$ cat src/rtl/sector_cache_lru_writeback_core_macros.svh
// ----------------------------------------------------------------------------
// sector cache assertion macros
// property shorthands on clk with rst as the disable condition
// ----------------------------------------------------------------------------
`ifndef SECTOR_CACHE_LRU_WRITEBACK_CORE_MACROS_SVH
`define SECTOR_CACHE_LRU_WRITEBACK_CORE_MACROS_SVH

// same-cycle implication
`define SCL_ASSERT_IMPL(label, ante, cons) \
  label: assert property (@(posedge clk) disable iff (rst) (ante) |-> (cons)) \
    else $error("sector cache check failed");

// next-cycle implication
`define SCL_ASSERT_NEXT(label, ante, cons) \
  label: assert property (@(posedge clk) disable iff (rst) (ante) |=> (cons)) \
    else $error("sector cache check failed");

`endif

$ cat src/rtl/scl_pkg.sv
// ----------------------------------------------------------------------------
// scl_pkg
// shared codes and controller/datapath interface types of the sector cache
// ----------------------------------------------------------------------------
package scl_pkg;

  localparam logic [1:0] MODE_READ  = 2'd0;
  localparam logic [1:0] MODE_WRITE = 2'd1;
  localparam logic [1:0] MODE_FLUSH = 2'd2;

  localparam int FLUSH_CAP = 16;
  localparam int CNT_W     = $clog2(FLUSH_CAP);

  typedef enum logic [1:0] {
    ST_IDLE,
    ST_UPDATE,
    ST_FLUSH
  } state_t;

  typedef struct packed {
    logic capture;
    logic update;
    logic flush_emit;
    logic last;
  } ctrl_cmd_t;

  typedef struct packed {
    logic out_free;
    logic dirty_any;
    logic dirty_more;
  } dp_status_t;

endpackage

$ cat src/rtl/scl_ctrl.sv
// ----------------------------------------------------------------------------
// scl_ctrl
// sequencer: accepts words, steps access update and flush writeback walk
// ----------------------------------------------------------------------------
module scl_ctrl (
  input  logic                  clk,
  input  logic                  rst,
  input  logic                  in_valid,
  input  logic [1:0]            mode,
  output logic                  in_ready,
  output scl_pkg::ctrl_cmd_t    cmd,
  input  scl_pkg::dp_status_t   status
);

  scl_pkg::state_t             state, state_next;
  logic [scl_pkg::CNT_W-1:0]   cnt, cnt_next;
  logic                        flush_last;

  always_ff @(posedge clk) begin
    if (rst) begin
      state <= scl_pkg::ST_IDLE;
      cnt   <= '0;
    end else begin
      state <= state_next;
      cnt   <= cnt_next;
    end
  end

  assign flush_last = !status.dirty_any || !status.dirty_more ||
                      (cnt == scl_pkg::CNT_W'(scl_pkg::FLUSH_CAP - 1));

  always_comb begin
    state_next     = state;
    cnt_next       = cnt;
    in_ready       = 1'b0;
    cmd            = '0;
    unique case (state)
      scl_pkg::ST_IDLE: begin
        in_ready = 1'b1;
        if (in_valid) begin
          cmd.capture = 1'b1;
          case (mode) inside
            scl_pkg::MODE_READ, scl_pkg::MODE_WRITE: begin
              state_next = scl_pkg::ST_UPDATE;
            end
            scl_pkg::MODE_FLUSH: begin
              state_next = scl_pkg::ST_FLUSH;
              cnt_next   = '0;
            end
            default: begin
              state_next = scl_pkg::ST_IDLE;
            end
          endcase
        end
      end
      scl_pkg::ST_UPDATE: begin
        if (status.out_free) begin
          cmd.update = 1'b1;
          state_next = scl_pkg::ST_IDLE;
        end
      end
      scl_pkg::ST_FLUSH: begin
        if (status.out_free) begin
          cmd.flush_emit = 1'b1;
          cmd.last       = flush_last;
          cnt_next       = cnt + 1'b1;
          if (flush_last) begin
            state_next = scl_pkg::ST_IDLE;
          end
        end
      end
      default: begin
        state_next = scl_pkg::ST_IDLE;
      end
    endcase
  end

endmodule

$ cat src/rtl/scl_dp.sv
// ----------------------------------------------------------------------------
// scl_dp
// tag, status and age registers, tag match, slot choice, output register
// ----------------------------------------------------------------------------
module scl_dp #(
  parameter int SLOTS = 16
) (
  input  logic                  clk,
  input  logic                  rst,
  input  scl_pkg::ctrl_cmd_t    cmd,
  output scl_pkg::dp_status_t   status,
  input  logic [1:0]            mode,
  input  logic [31:0]           sector,
  input  logic                  cfg_we,
  input  logic [31:0]           cfg_wdata,
  output logic [31:0]           cfg_rdata,
  output logic                  out_valid,
  input  logic                  out_ready,
  output logic [3:0]            slot,
  output logic                  hit,
  output logic                  fetch_valid,
  output logic [31:0]           fetch_sector,
  output logic                  writeback_valid,
  output logic [31:0]           writeback_sector,
  output logic                  last
);

  localparam int IW = $clog2(SLOTS);

  logic [31:0]      tag [SLOTS];
  logic [IW-1:0]    age [SLOTS];
  logic [SLOTS-1:0] valid;
  logic [SLOTS-1:0] dirty;
  logic [31:0]      base;

  logic [31:0]      sector_q;
  logic             write_q;
  logic             hit_q;
  logic [IW-1:0]    hit_idx_q;
  logic             free_q;
  logic [IW-1:0]    free_idx_q;
  logic [IW-1:0]    lru_idx_q;

  logic             hit_n;
  logic [IW-1:0]    hit_idx_n;
  logic             free_n;
  logic [IW-1:0]    free_idx_n;
  logic [IW-1:0]    lru_idx_n;

  logic [IW-1:0]    sel;
  logic             sel_valid;
  logic [IW-1:0]    sel_age;
  logic             evict_wb;
  logic [IW+3:0]    sel_ext;

  logic             fl_any;
  logic [IW-1:0]    fl_idx;
  logic [SLOTS-1:0] fl_mask;
  logic [IW+3:0]    fl_ext;

  logic             out_free;

  assign cfg_rdata = base;
  assign out_free  = !out_valid || out_ready;

  // tag match, free slot and lru victim against the incoming sector
  always_comb begin
    hit_n      = 1'b0;
    hit_idx_n  = '0;
    free_n     = 1'b0;
    free_idx_n = '0;
    lru_idx_n  = '0;
    for (int i = SLOTS - 1; i >= 0; i--) begin
      if (valid[i] && (tag[i] == sector)) begin
        hit_n     = 1'b1;
        hit_idx_n = IW'(i);
      end
      if (!valid[i]) begin
        free_n     = 1'b1;
        free_idx_n = IW'(i);
      end
      if (valid[i] && (age[i] == IW'(SLOTS - 1))) begin
        lru_idx_n = IW'(i);
      end
    end
  end

  // lowest dirty slot for flush
  always_comb begin
    fl_any  = 1'b0;
    fl_idx  = '0;
    fl_mask = '0;
    for (int i = SLOTS - 1; i >= 0; i--) begin
      if (dirty[i]) begin
        fl_any = 1'b1;
        fl_idx = IW'(i);
      end
    end
    if (fl_any) begin
      fl_mask[fl_idx] = 1'b1;
    end
  end

  assign status.out_free   = out_free;
  assign status.dirty_any  = fl_any;
  assign status.dirty_more = |(dirty & ~fl_mask);

  assign sel       = hit_q ? hit_idx_q : (free_q ? free_idx_q : lru_idx_q);
  assign sel_valid = hit_q || !free_q;
  assign sel_age   = age[sel];
  assign evict_wb  = !hit_q && !free_q && dirty[sel];
  assign sel_ext   = {4'b0000, sel};
  assign fl_ext    = {4'b0000, fl_idx};

  always_ff @(posedge clk) begin
    if (rst) begin
      base      <= '0;
      valid     <= '0;
      dirty     <= '0;
      out_valid <= 1'b0;
    end else begin
      if (cfg_we) begin
        base <= cfg_wdata;
      end
      if (cmd.update || cmd.flush_emit) begin
        out_valid <= 1'b1;
      end else if (out_ready) begin
        out_valid <= 1'b0;
      end
      if (cmd.update) begin
        for (int i = 0; i < SLOTS; i++) begin
          if (valid[i] && (!sel_valid || (age[i] < sel_age))) begin
            age[i] <= age[i] + 1'b1;
          end
        end
        age[sel]   <= '0;
        tag[sel]   <= sector_q;
        valid[sel] <= 1'b1;
        dirty[sel] <= write_q || (hit_q && dirty[sel]);
      end
      if (cmd.flush_emit) begin
        if (fl_any) begin
          dirty[fl_idx] <= 1'b0;
        end
      end
    end
  end

  // captured access word and lookup results
  always_ff @(posedge clk) begin
    if (cmd.capture) begin
      sector_q   <= sector;
      write_q    <= (mode == scl_pkg::MODE_WRITE);
      hit_q      <= hit_n;
      hit_idx_q  <= hit_idx_n;
      free_q     <= free_n;
      free_idx_q <= free_idx_n;
      lru_idx_q  <= lru_idx_n;
    end
  end

  // result payload
  always_ff @(posedge clk) begin
    if (cmd.update) begin
      slot             <= sel_ext[3:0];
      hit              <= hit_q;
      fetch_valid      <= !hit_q;
      fetch_sector     <= hit_q ? 32'd0 : (sector_q + base);
      writeback_valid  <= evict_wb;
      writeback_sector <= evict_wb ? (tag[sel] + base) : 32'd0;
      last             <= 1'b1;
    end else if (cmd.flush_emit) begin
      slot             <= fl_any ? fl_ext[3:0] : 4'd0;
      hit              <= 1'b0;
      fetch_valid      <= 1'b0;
      fetch_sector     <= 32'd0;
      writeback_valid  <= fl_any;
      writeback_sector <= fl_any ? (tag[fl_idx] + base) : 32'd0;
      last             <= cmd.last;
    end
  end

endmodule

$ cat src/rtl/sector_cache_lru_writeback_core.sv
// ----------------------------------------------------------------------------
// sector_cache_lru_writeback_core
// tag and lru replacement controller of a fully associative sector cache
// ----------------------------------------------------------------------------
// A read or write access runs the tag compare against all slots in the cycle
// the word is accepted; the update state that follows picks the slot,
// updates tags, dirty bits and slot ages and loads the output register. That
// update waits while the output register still holds an untaken word.
// A flush is accepted and then emits its results from the flush state,
// walking dirty slots lowest first through a priority encoder; an unused mode
// is accepted and gives no result. Recency is kept as a per-slot age, so no
// clearing pass follows reset. disk_base_sector sits at byte address 0.
module sector_cache_lru_writeback_core #(
  parameter int SLOTS = 16
) (
  input  logic        clk,
  input  logic        rst,
  input  logic        psel,
  input  logic        penable,
  input  logic        pwrite,
  input  logic [2:0]  paddr,
  input  logic [31:0] pwdata,
  output logic [31:0] prdata,
  output logic        pready,
  input  logic        in_valid,
  output logic        in_ready,
  input  logic [1:0]  mode,
  input  logic [31:0] sector,
  output logic        out_valid,
  input  logic        out_ready,
  output logic [3:0]  slot,
  output logic        hit,
  output logic        fetch_valid,
  output logic [31:0] fetch_sector,
  output logic        writeback_valid,
  output logic [31:0] writeback_sector,
  output logic        last
);

`include "sector_cache_lru_writeback_core_macros.svh"

  scl_pkg::ctrl_cmd_t  cmd;
  scl_pkg::dp_status_t status;
  logic                cfg_we;
  logic [31:0]         cfg_rdata;

  assign pready = 1'b1;
  assign cfg_we = psel && penable && pwrite && !paddr[2];
  assign prdata = paddr[2] ? 32'd0 : cfg_rdata;

  scl_ctrl u_ctrl (
    .clk      (clk),
    .rst      (rst),
    .in_valid (in_valid),
    .mode     (mode),
    .in_ready (in_ready),
    .cmd      (cmd),
    .status   (status)
  );

  scl_dp #(
    .SLOTS (SLOTS)
  ) u_dp (
    .clk              (clk),
    .rst              (rst),
    .cmd              (cmd),
    .status           (status),
    .mode             (mode),
    .sector           (sector),
    .cfg_we           (cfg_we),
    .cfg_wdata        (pwdata),
    .cfg_rdata        (cfg_rdata),
    .out_valid        (out_valid),
    .out_ready        (out_ready),
    .slot             (slot),
    .hit              (hit),
    .fetch_valid      (fetch_valid),
    .fetch_sector     (fetch_sector),
    .writeback_valid  (writeback_valid),
    .writeback_sector (writeback_sector),
    .last             (last)
  );

  `SCL_ASSERT_NEXT(a_busy_after_access, in_valid && in_ready && (mode == scl_pkg::MODE_READ || mode == scl_pkg::MODE_WRITE), !in_ready)
  `SCL_ASSERT_IMPL(a_hit_no_fetch, out_valid, !(hit && (fetch_valid || writeback_valid)))
  `SCL_ASSERT_IMPL(a_non_last_is_flush, out_valid && !last, writeback_valid && !fetch_valid)

endmodule

$ cat config.mk
export PLATFORM = sky130hd
export DESIGN_NAME = sector_cache_lru_writeback_core
export DESIGN_NICKNAME = d
export VERILOG_FILES = /design/src/rtl/scl_pkg.sv /design/src/rtl/scl_ctrl.sv /design/src/rtl/scl_dp.sv /design/src/rtl/sector_cache_lru_writeback_core.sv
export VERILOG_INCLUDE_DIRS = /design/src /design/src/rtl
export SDC_FILE = /design/constraint.sdc
export NUM_CORES = 2
export LEC_CHECK = 0
export ABC_AREA = 1
export BUFFER_PORTS_ARGS = -buffer_cell sky130_fd_sc_hd__buf_2
export CORE_ASPECT_RATIO = 1.75
export CORE_MARGIN = 5
export CORE_UTILIZATION = 50
export DETAILED_ROUTE_END_ITERATION = 10
export PLACE_DENSITY = 0.67
export REMOVE_ABC_BUFFERS = 1
export SETUP_SLACK_MARGIN = 0.2
export SLEW_MARGIN = 20
export SYNTH_ARGS = -nofsm -noshare
export SYNTH_HDL_FRONTEND = slang
export SYNTH_HIERARCHICAL = 1
export SYNTH_SLANG_ARGS = --single-unit
$ cat constraint.sdc
create_clock -name clk -period 5.7 [get_ports clk]
set_input_delay 0.57 -clock clk [delete_from_list [all_inputs] [get_ports clk]]
set_output_delay 0.57 -clock clk [all_outputs]
set_load 0.01 [all_outputs]
==> results of run 1 <==
[synthesized netlist by cell type (all sizes together), types with 2 or more instances]
cell	count	area share (%)
xnor2	149	2.9
clkbuf	150	1.2
nor3	63	0.71
xor2	82	1.6
fa	3	0.13
o2111a	4	0.099
a211oi	44	0.73
o31ai	15	0.25
a21boi	12	0.20
or4	7	0.12
a21oi	289	3.3
a311oi	4	0.077
clkinv	12	0.099
and3	6	0.083
nand3	160	1.8
nand2	634	5.4
o21ai	360	4.1
nand3b	5	0.083
a221oi	113	2.2
inv	480	4.0
o22ai	521	7.2
nor2	477	4.1
edfxtp	630	42
a22oi	59	0.98
o211ai	8	0.13
a21o	3	0.050
o221ai	66	1.3
nand4	75	1.0
a31oi	13	0.18
a22o	18	0.35
and2	9	0.12
o32ai	2	0.039
o21bai	8	0.13
buf	108	1.4
nor4b	2	0.039
dfxtp	136	6.0
ha	165	4.6
nor4	64	0.88
a2111oi	3	0.058
o2111ai	13	0.25
or2	14	0.19
a31o	2	0.039
o21a	15	0.25
[through the flow]
stage	instances	hold WS (ns)	setup slack [ns]
2_1_floorplan	4749	0.4501	-0.5529
3_3_place_gp	6425	0.4574	0.1673
3_5_place_dp	6425	0.4705	0.1621
4_1_cts	6571	0.07090	0.2164
[logic make-up after synthesis]
kind of cell             after synthesis
XOR/XNOR                             231
adder cells (fa/ha/maj)              168
AND/OR/NAND/NOR                     1516
buffers and inverters                750
flip-flops                           766
other                                  1
AO/OA/AOI/OAI                       1575
[per-layer routing]
metal / GRT usage, % / overflow
met5: 2.727 / 0
met4: 69.26 / 14
met3: 39.71 / 0
met2: 86.96 / 13
met1: 61.24 / 0
[repair_timing]
| item | in CTS |
|---|---|
| resized for setup | 2 |
| gates cloned | 0 |
| setup endpoints to repair | 3 |
==> results_tabular.tex, run 1 <==
\begin{tabular}{lr}
\hline
Metric & Value \\
\hline
\multicolumn{2}{l}{\textbf{Yosys}} \\
Synthesized instance count & approximately 5,000 \\
Post-synth ARST share & 0\% \\
Combinational family with the most area after synthesis & compound AO/OA/AOI/OAI gates \\
Synthesized area & 45,320 sq um \\
Mux cell area share after synthesis & 0\% \\
Number of enable-type register cells in the synthesized netlist & 630 \\
Dominant register cell in the synthesized netlist & sky130\_fd\_sc\_hd\_\_edfxtp\_1 \\
Arithmetic-cell share of the synthesized area counting full adders, half adders and majority gates & 4.688\% \\
Area fraction in and, or, nand and nor cells after synthesis & 14.53\% \\
Number of unique standard cell types used by synthesis & 65 \\
Register area share after synthesis & between 40 and 50\% \\
Flip-flop and latch count after synthesis & 766 \\
Synth Area per Inst & 9.051 sq um \\
Compound-cell area share of the yosys netlist & between 20\% and 30\% \\
Count of warnings emitted by yosys & 6 \\
Xor and xnor area share after synthesis & 4.464\% \\
\multicolumn{2}{l}{\textbf{Status}} \\
Stop stage & 5\_1\_grt \\
Run status & aborted with a tool error \\
Tool error & [ERROR GRT-0116] Global routing finished with congestion. Check the congestion regions in the DRC Viewer. \\
\multicolumn{2}{l}{\textbf{Placement}} \\
Global placer's final weighted congestion & approximately 1.2 \\
Detailed placement HPWL & 219,500 um \\
Number of I/O port buffers & about 180 \\
Post-Place Cell Area & around 49,000 sq um \\
\multicolumn{2}{l}{\textbf{GRT}} \\
Number of global-route vias before repair & $\sim$51,000 \\
Wire length of the first global-routing pass & 433,000 um \\
Pin count of the biggest net entering global routing & 70 \\
Total gr overflow & 27 \\
All-Layer GR Usage & 63.62\% \\
\multicolumn{2}{l}{\textbf{Floorplan}} \\
Vert. Die Dim & 408.3 um \\
Row cnt & 146 \\
Starting density of the core & between 50\% and 60\% \\
Ports & roughly 180 \\
Die extent in x & 237.6 um \\
\multicolumn{2}{l}{\textbf{Clock network}} \\
Inserted Clock Buffers & 78 \\
Number of setup buffers added after CTS & 0 \\
CTS Hold Bufs & 0 \\
TritonCTS Sinks & 766 \\
CTS max path bufs & 3 \\
Clock root cell & sky130\_fd\_sc\_hd\_\_clkbuf\_16 \\
H-Tree Level Count & 3 \\
\hline
\end{tabular}
==> run 2, diff against run 1 <==
--- a/config.mk
+++ b/config.mk
@@ -8,13 +8,11 @@
 export LEC_CHECK = 0
 export ABC_AREA = 1
 export BUFFER_PORTS_ARGS = -buffer_cell sky130_fd_sc_hd__buf_2
-export CORE_ASPECT_RATIO = 1.75
 export CORE_MARGIN = 5
-export CORE_UTILIZATION = 50
+export CORE_UTILIZATION = 35
 export DETAILED_ROUTE_END_ITERATION = 10
-export PLACE_DENSITY = 0.67
+export PLACE_DENSITY_LB_ADDON = 0.15
 export REMOVE_ABC_BUFFERS = 1
-export SETUP_SLACK_MARGIN = 0.2
 export SLEW_MARGIN = 20
 export SYNTH_ARGS = -nofsm -noshare
 export SYNTH_HDL_FRONTEND = slang
==> results_tabular.tex, run 2 <==
\begin{tabular}{lr}
\hline
Metric & Value \\
\hline
\multicolumn{2}{l}{\textbf{Status}} \\
Run status & finished, final reports clean \\
\multicolumn{2}{l}{\textbf{Clock network}} \\
TritonCTS clock tree & done \\
Clock latency reported for the late side of the worst-skew pair & 0.75 ns \\
Post-CTS resize count & 0 (-2) \\
Inserted Clock Buffers & 96 (+23\%) \\
H-Tree Level Count & 3 (unchanged) \\
Clock-pin slew on the worst setup and hold paths & roughly 0.060 ns \\
Number of setup buffers added after CTS & 0 (unchanged) \\
CTS max path bufs & 3 (unchanged) \\
CTS Hold Bufs & 0 (unchanged) \\
TritonCTS Sinks & 766 (unchanged) \\
Clock root cell & sky130\_fd\_sc\_hd\_\_clkbuf\_16 \\
\multicolumn{2}{l}{\textbf{STA}} \\
Unrepaired setup endpoints after global routing & no \\
Measured slew at the worst slew-check pin & 1.199 ns \\
Setup TNS & 0 ns \\
Top achievable clock speed & 181.4 MHz \\
Final setup violation count & 0 \\
Final clock period utilization by the worst path & 96.70\% \\
Max-slew violations & 0 \\
Total count of hold-check failures in the final report & 0 \\
Worst slew margin relative to its limit & 20.09\% \\
Final critical path time including I/O delays and setup & 5.512 ns \\
Setup clock skew after layout & roughly 0.037 ns \\
Minimum setup slack in the final design & 0.1884 ns \\
\multicolumn{2}{l}{\textbf{GRT}} \\
All-Layer GR Usage & between 40 and 50\% \\
Number of global-route vias before repair & between 40,000 and 50,000 \\
Total gr overflow & 0 \\
Wire length of the first global-routing pass & 397,400 um \\
Antenna violations before repair & 41 \\
Pin count of the biggest net entering global routing & a little under 70 \\
\multicolumn{2}{l}{\textbf{Yosys}} \\
Synthesized area & 45,320 sq um (unchanged) \\
Flip-flop and latch count after synthesis & 766 (unchanged) \\
Area share of the leading cell type in the synthesized netlist & 41.74\% (unchanged) \\
Top cell types by occurrence after synthesis & sky130\_fd\_sc\_hd\_\_edfxtp\_1, sky130\_fd\_sc\_hd\_\_nand2\_1, sky130\_fd\_sc\_hd\_\_o22ai\_1, sky130\_fd\_sc\_hd\_\_inv\_1, sky130\_fd\_sc\_hd\_\_nor2\_1 \\
Count of warnings emitted by yosys & 6 (unchanged) \\
Post-synthesis cell type with the largest combined area & sky130\_fd\_sc\_hd\_\_edfxtp\_1 \\
Number of unique standard cell types used by synthesis & 65 (unchanged) \\
Dominant cells by area after synthesis & sky130\_fd\_sc\_hd\_\_edfxtp\_1, sky130\_fd\_sc\_hd\_\_o22ai\_1, sky130\_fd\_sc\_hd\_\_dfxtp\_1, sky130\_fd\_sc\_hd\_\_nand2\_1, sky130\_fd\_sc\_hd\_\_ha\_1 \\
Synthesized instance count & 5,007 (unchanged) \\
Number of enable-type register cells in the synthesized netlist & 630 (unchanged) \\
Post-synth ARST share & 0\% (unchanged) \\
Register area share after synthesis & 47.75\% (unchanged) \\
Library cell with the highest instance count after synthesis & sky130\_fd\_sc\_hd\_\_edfxtp\_1 \\
Synth Area per Inst & 9.051 sq um (unchanged) \\
Dominant register cell in the synthesized netlist & sky130\_fd\_sc\_hd\_\_edfxtp\_1 \\
\multicolumn{2}{l}{\textbf{Cells and area}} \\
Layout cell share with drive strength beyond 1 & between 10\% and 20\% \\
Post-Route Utilization & 42.36\% \\
Area of the multi-input gates & 20,830 sq um \\
Most frequent cells in the layout & sky130\_fd\_sc\_hd\_\_edfxtp\_1, sky130\_fd\_sc\_hd\_\_nand2\_1, sky130\_fd\_sc\_hd\_\_o22ai\_1 \\
Reg with most FFs & u\_dp/tag \\
Cell area after layout & 54,710 sq um \\
Largest registers & u\_dp/tag: 512 flops, u\_dp/age: 64 flops \\
Fill cells & 12,860 \\
Most common library cell in the layout ignoring fill and taps & sky130\_fd\_sc\_hd\_\_edfxtp\_1 \\
Number of flip-flops under the largest register name & 512 \\
Syn-to-layout area delta & 20.72\% \\
Net count reported at finish & 5,727 \\
Register area & 21,640 sq um \\
\multicolumn{2}{l}{\textbf{Job}} \\
Max cap viols & 0 \\
\multicolumn{2}{l}{\textbf{Worst setup path}} \\
Worst setup path startpoint & u\_dp/hit\_q\$\_SDFFCE\_PP1P\_ \\
Most repeated library cell on the critical path & sky130\_fd\_sc\_hd\_\_nand2\_1 \\
Crit-path cells & nor2\_4 -> nand2\_1 -> nand3\_2 -> inv\_2 -> nand2\_8 -> buf\_12 -> buf\_4 -> o22ai\_1 -> o21ai\_0 -> nand2\_1 -> a221oi\_1 -> buf\_4 -> ha\_1 -> nand2\_1 -> buf\_4 -> o21ai\_0 -> a221oi\_1 -> buf\_4 -> nand2\_1 -> a21oi\_1 -> nand2\_1 -> nand3\_1 -> nand2\_1 \\
CP Class & reg2reg \\
Worst r2r src & u\_dp/hit\_q\$\_SDFFCE\_PP1P\_ \\
Kind of end point of the critical path & flip-flop \\
Flop-to-flop setup slack & 0.19 ns \\
Crit path max fanout & roughly 40 \\
Worst path top cell family by delay & compound AO/OA/AOI/OAI gates \\
Worst path required time & just over 6 ns \\
R2R cell count & 23 \\
Cell depth of the worst setup path & 23 \\
Crit path capture & u\_dp/writeback\_sector[31]\$\_DFFE\_PP\_ \\
Element type at the critical path start & flip-flop \\
Crit path buf inv count & 6 \\
CP max-delay cell & sky130\_fd\_sc\_hd\_\_edfxtp\_1 \\
Arrival time of the worst setup path & roughly 6 ns \\
Crit Reg-Reg Endpoint & u\_dp/writeback\_sector[31]\$\_DFFE\_PP\_ \\
Largest stage delay on the critical path & 0.57 ns \\
\multicolumn{2}{l}{\textbf{Floorplan}} \\
Row cnt & 132 (-9.6\%) \\
Core footprint & 129,200 sq um \\
Starting density of the core & 35.09\% (-15 points) \\
Die extent in x & 369.8 um (+56\%) \\
Area enclosed by the die boundary & 136,800 sq um \\
Ports & 183 (unchanged) \\
Vert. Die Dim & 369.8 um (-9.4\%) \\
\multicolumn{2}{l}{\textbf{Pwr}} \\
Sequential group share of total power & between 30\% and 40\% \\
Post-layout power & $\sim$0.017 W \\
Power share of the combinational group & about a fifth \\
Peak ir drop on the vdd network & 222.4 uV \\
Leakage & around 21 nW \\
Proportion of total power due to net switching & 32.15\% \\
Clock power frac & 40.8\% \\
Net switching power & about 0.0053 W \\
Internal power of the cells & around 0.011 W \\
Power density over cell area & 303.1 nW/um\^{}2 \\
\multicolumn{2}{l}{\textbf{Route}} \\
Total via count in the routed design & 47,800 \\
Initial drt markers & 7,848 \\
Number of optimization iterations in the first detailed-route pass & 9 \\
Total Routed Length & between 300,000 and 400,000 um \\
Wire length per cell & 41.60 um \\
Antenna-violating nets left & 0 \\
Post-route DRC violation count & 0 \\
Number of vias per cell after detailed routing & 6.520 \\
\multicolumn{2}{l}{\textbf{Placement}} \\
Detailed placement HPWL & 233,500 um (+6.3\%) \\
Number of I/O port buffers & 179 (unchanged) \\
Global placer's final weighted congestion & 1.089 (-6.8\%) \\
Pre-CTS setup slack & 0.2754 ns (+0.1133 ns) \\
Post-Place Cell Area & 51,140 sq um (+3.8\%) \\
\multicolumn{2}{l}{\textbf{Min path}} \\
Min-delay worst type & in2reg \\
\hline
\end{tabular}
-- run 2: per-stage QoR --
stage	hold slack, ns	cells
2_1_floorplan	0.4501	4749
3_3_place_gp	0.4321	7126
3_5_place_dp	0.4351	7126
4_1_cts	0.02639	7306
5_1_grt	0.05837	7307
6_report	0.05916	7330
-- run 2: cells by family after synthesis --
family	after synthesis	share of synthesized area, %
AO/OA/AOI/OAI	1575	21.87
XOR/XNOR	231	4.464
adder cells (fa/ha/maj)	168	4.688
buffers and inverters	750	6.690
flip-flops	766	47.75
other	1	0.008275
AND/OR/NAND/NOR	1516	14.53
-- run 2: worst min-delay path by stage --
stage,startpoint,to,cells past startpoint
6_report,pwdata[12],u_dp/cfg_rdata[12]$_SDFFE_PP0P_,3
3_5_place_dp,u_dp/sector_q[24]$_DFFE_PP_,u_dp/tag[3][24]$_DFFE_PP_,0
5_1_grt,pwdata[13],u_dp/cfg_rdata[13]$_SDFFE_PP0P_,3
3_3_place_gp,u_dp/sector_q[24]$_DFFE_PP_,u_dp/tag[3][24]$_DFFE_PP_,0
2_1_floorplan,u_ctrl/cnt[1]$_SDFFE_PP0P_,u_ctrl/cnt[1]$_SDFFE_PP0P_,2
4_1_cts,pwdata[12],u_dp/cfg_rdata[12]$_SDFFE_PP0P_,3
-- run 2: cell type report --
class	count	area share, %
tap	1742	3.984
inverter	492	3.399
sequential	766	39.56
multi-input combinational	3491	38.08
clock buffer	117	4.762
antenna	23	0.1052
timing repair buffer	636	8.563
clock inverter	63	1.551
-- run 2: routing by layer --
layer / track usage, % / share of wire [%]
met3: 16.55 / 13
met4: 28.02 / 8.5
met5: 0 / 0.050
met2: 61.35 / 40
met1: 54.01 / 38
-- run 2: power groups by stage --
stage | Sequential [W] | Combinational (W) | Clock (W)
6_report | 0.00637 | 0.00345 | 0.00677
3_3_place_gp | 0.00648 | 0.00328 | 0
4_1_cts | 0.00636 | 0.00329 | 0.00682
3_5_place_dp | 0.00647 | 0.00328 | 0
2_1_floorplan | 0.00645 | 0.00140 | 0
5_1_grt | 0.00637 | 0.00355 | 0.00703
-- run 2: tightest hold or removal path: cells and delay by family --
family	cells	cell delay, ns
simple gates	2	0.11
buf+inv	1	0.08
No activity file was read; power rests on OpenSTA's default activity.
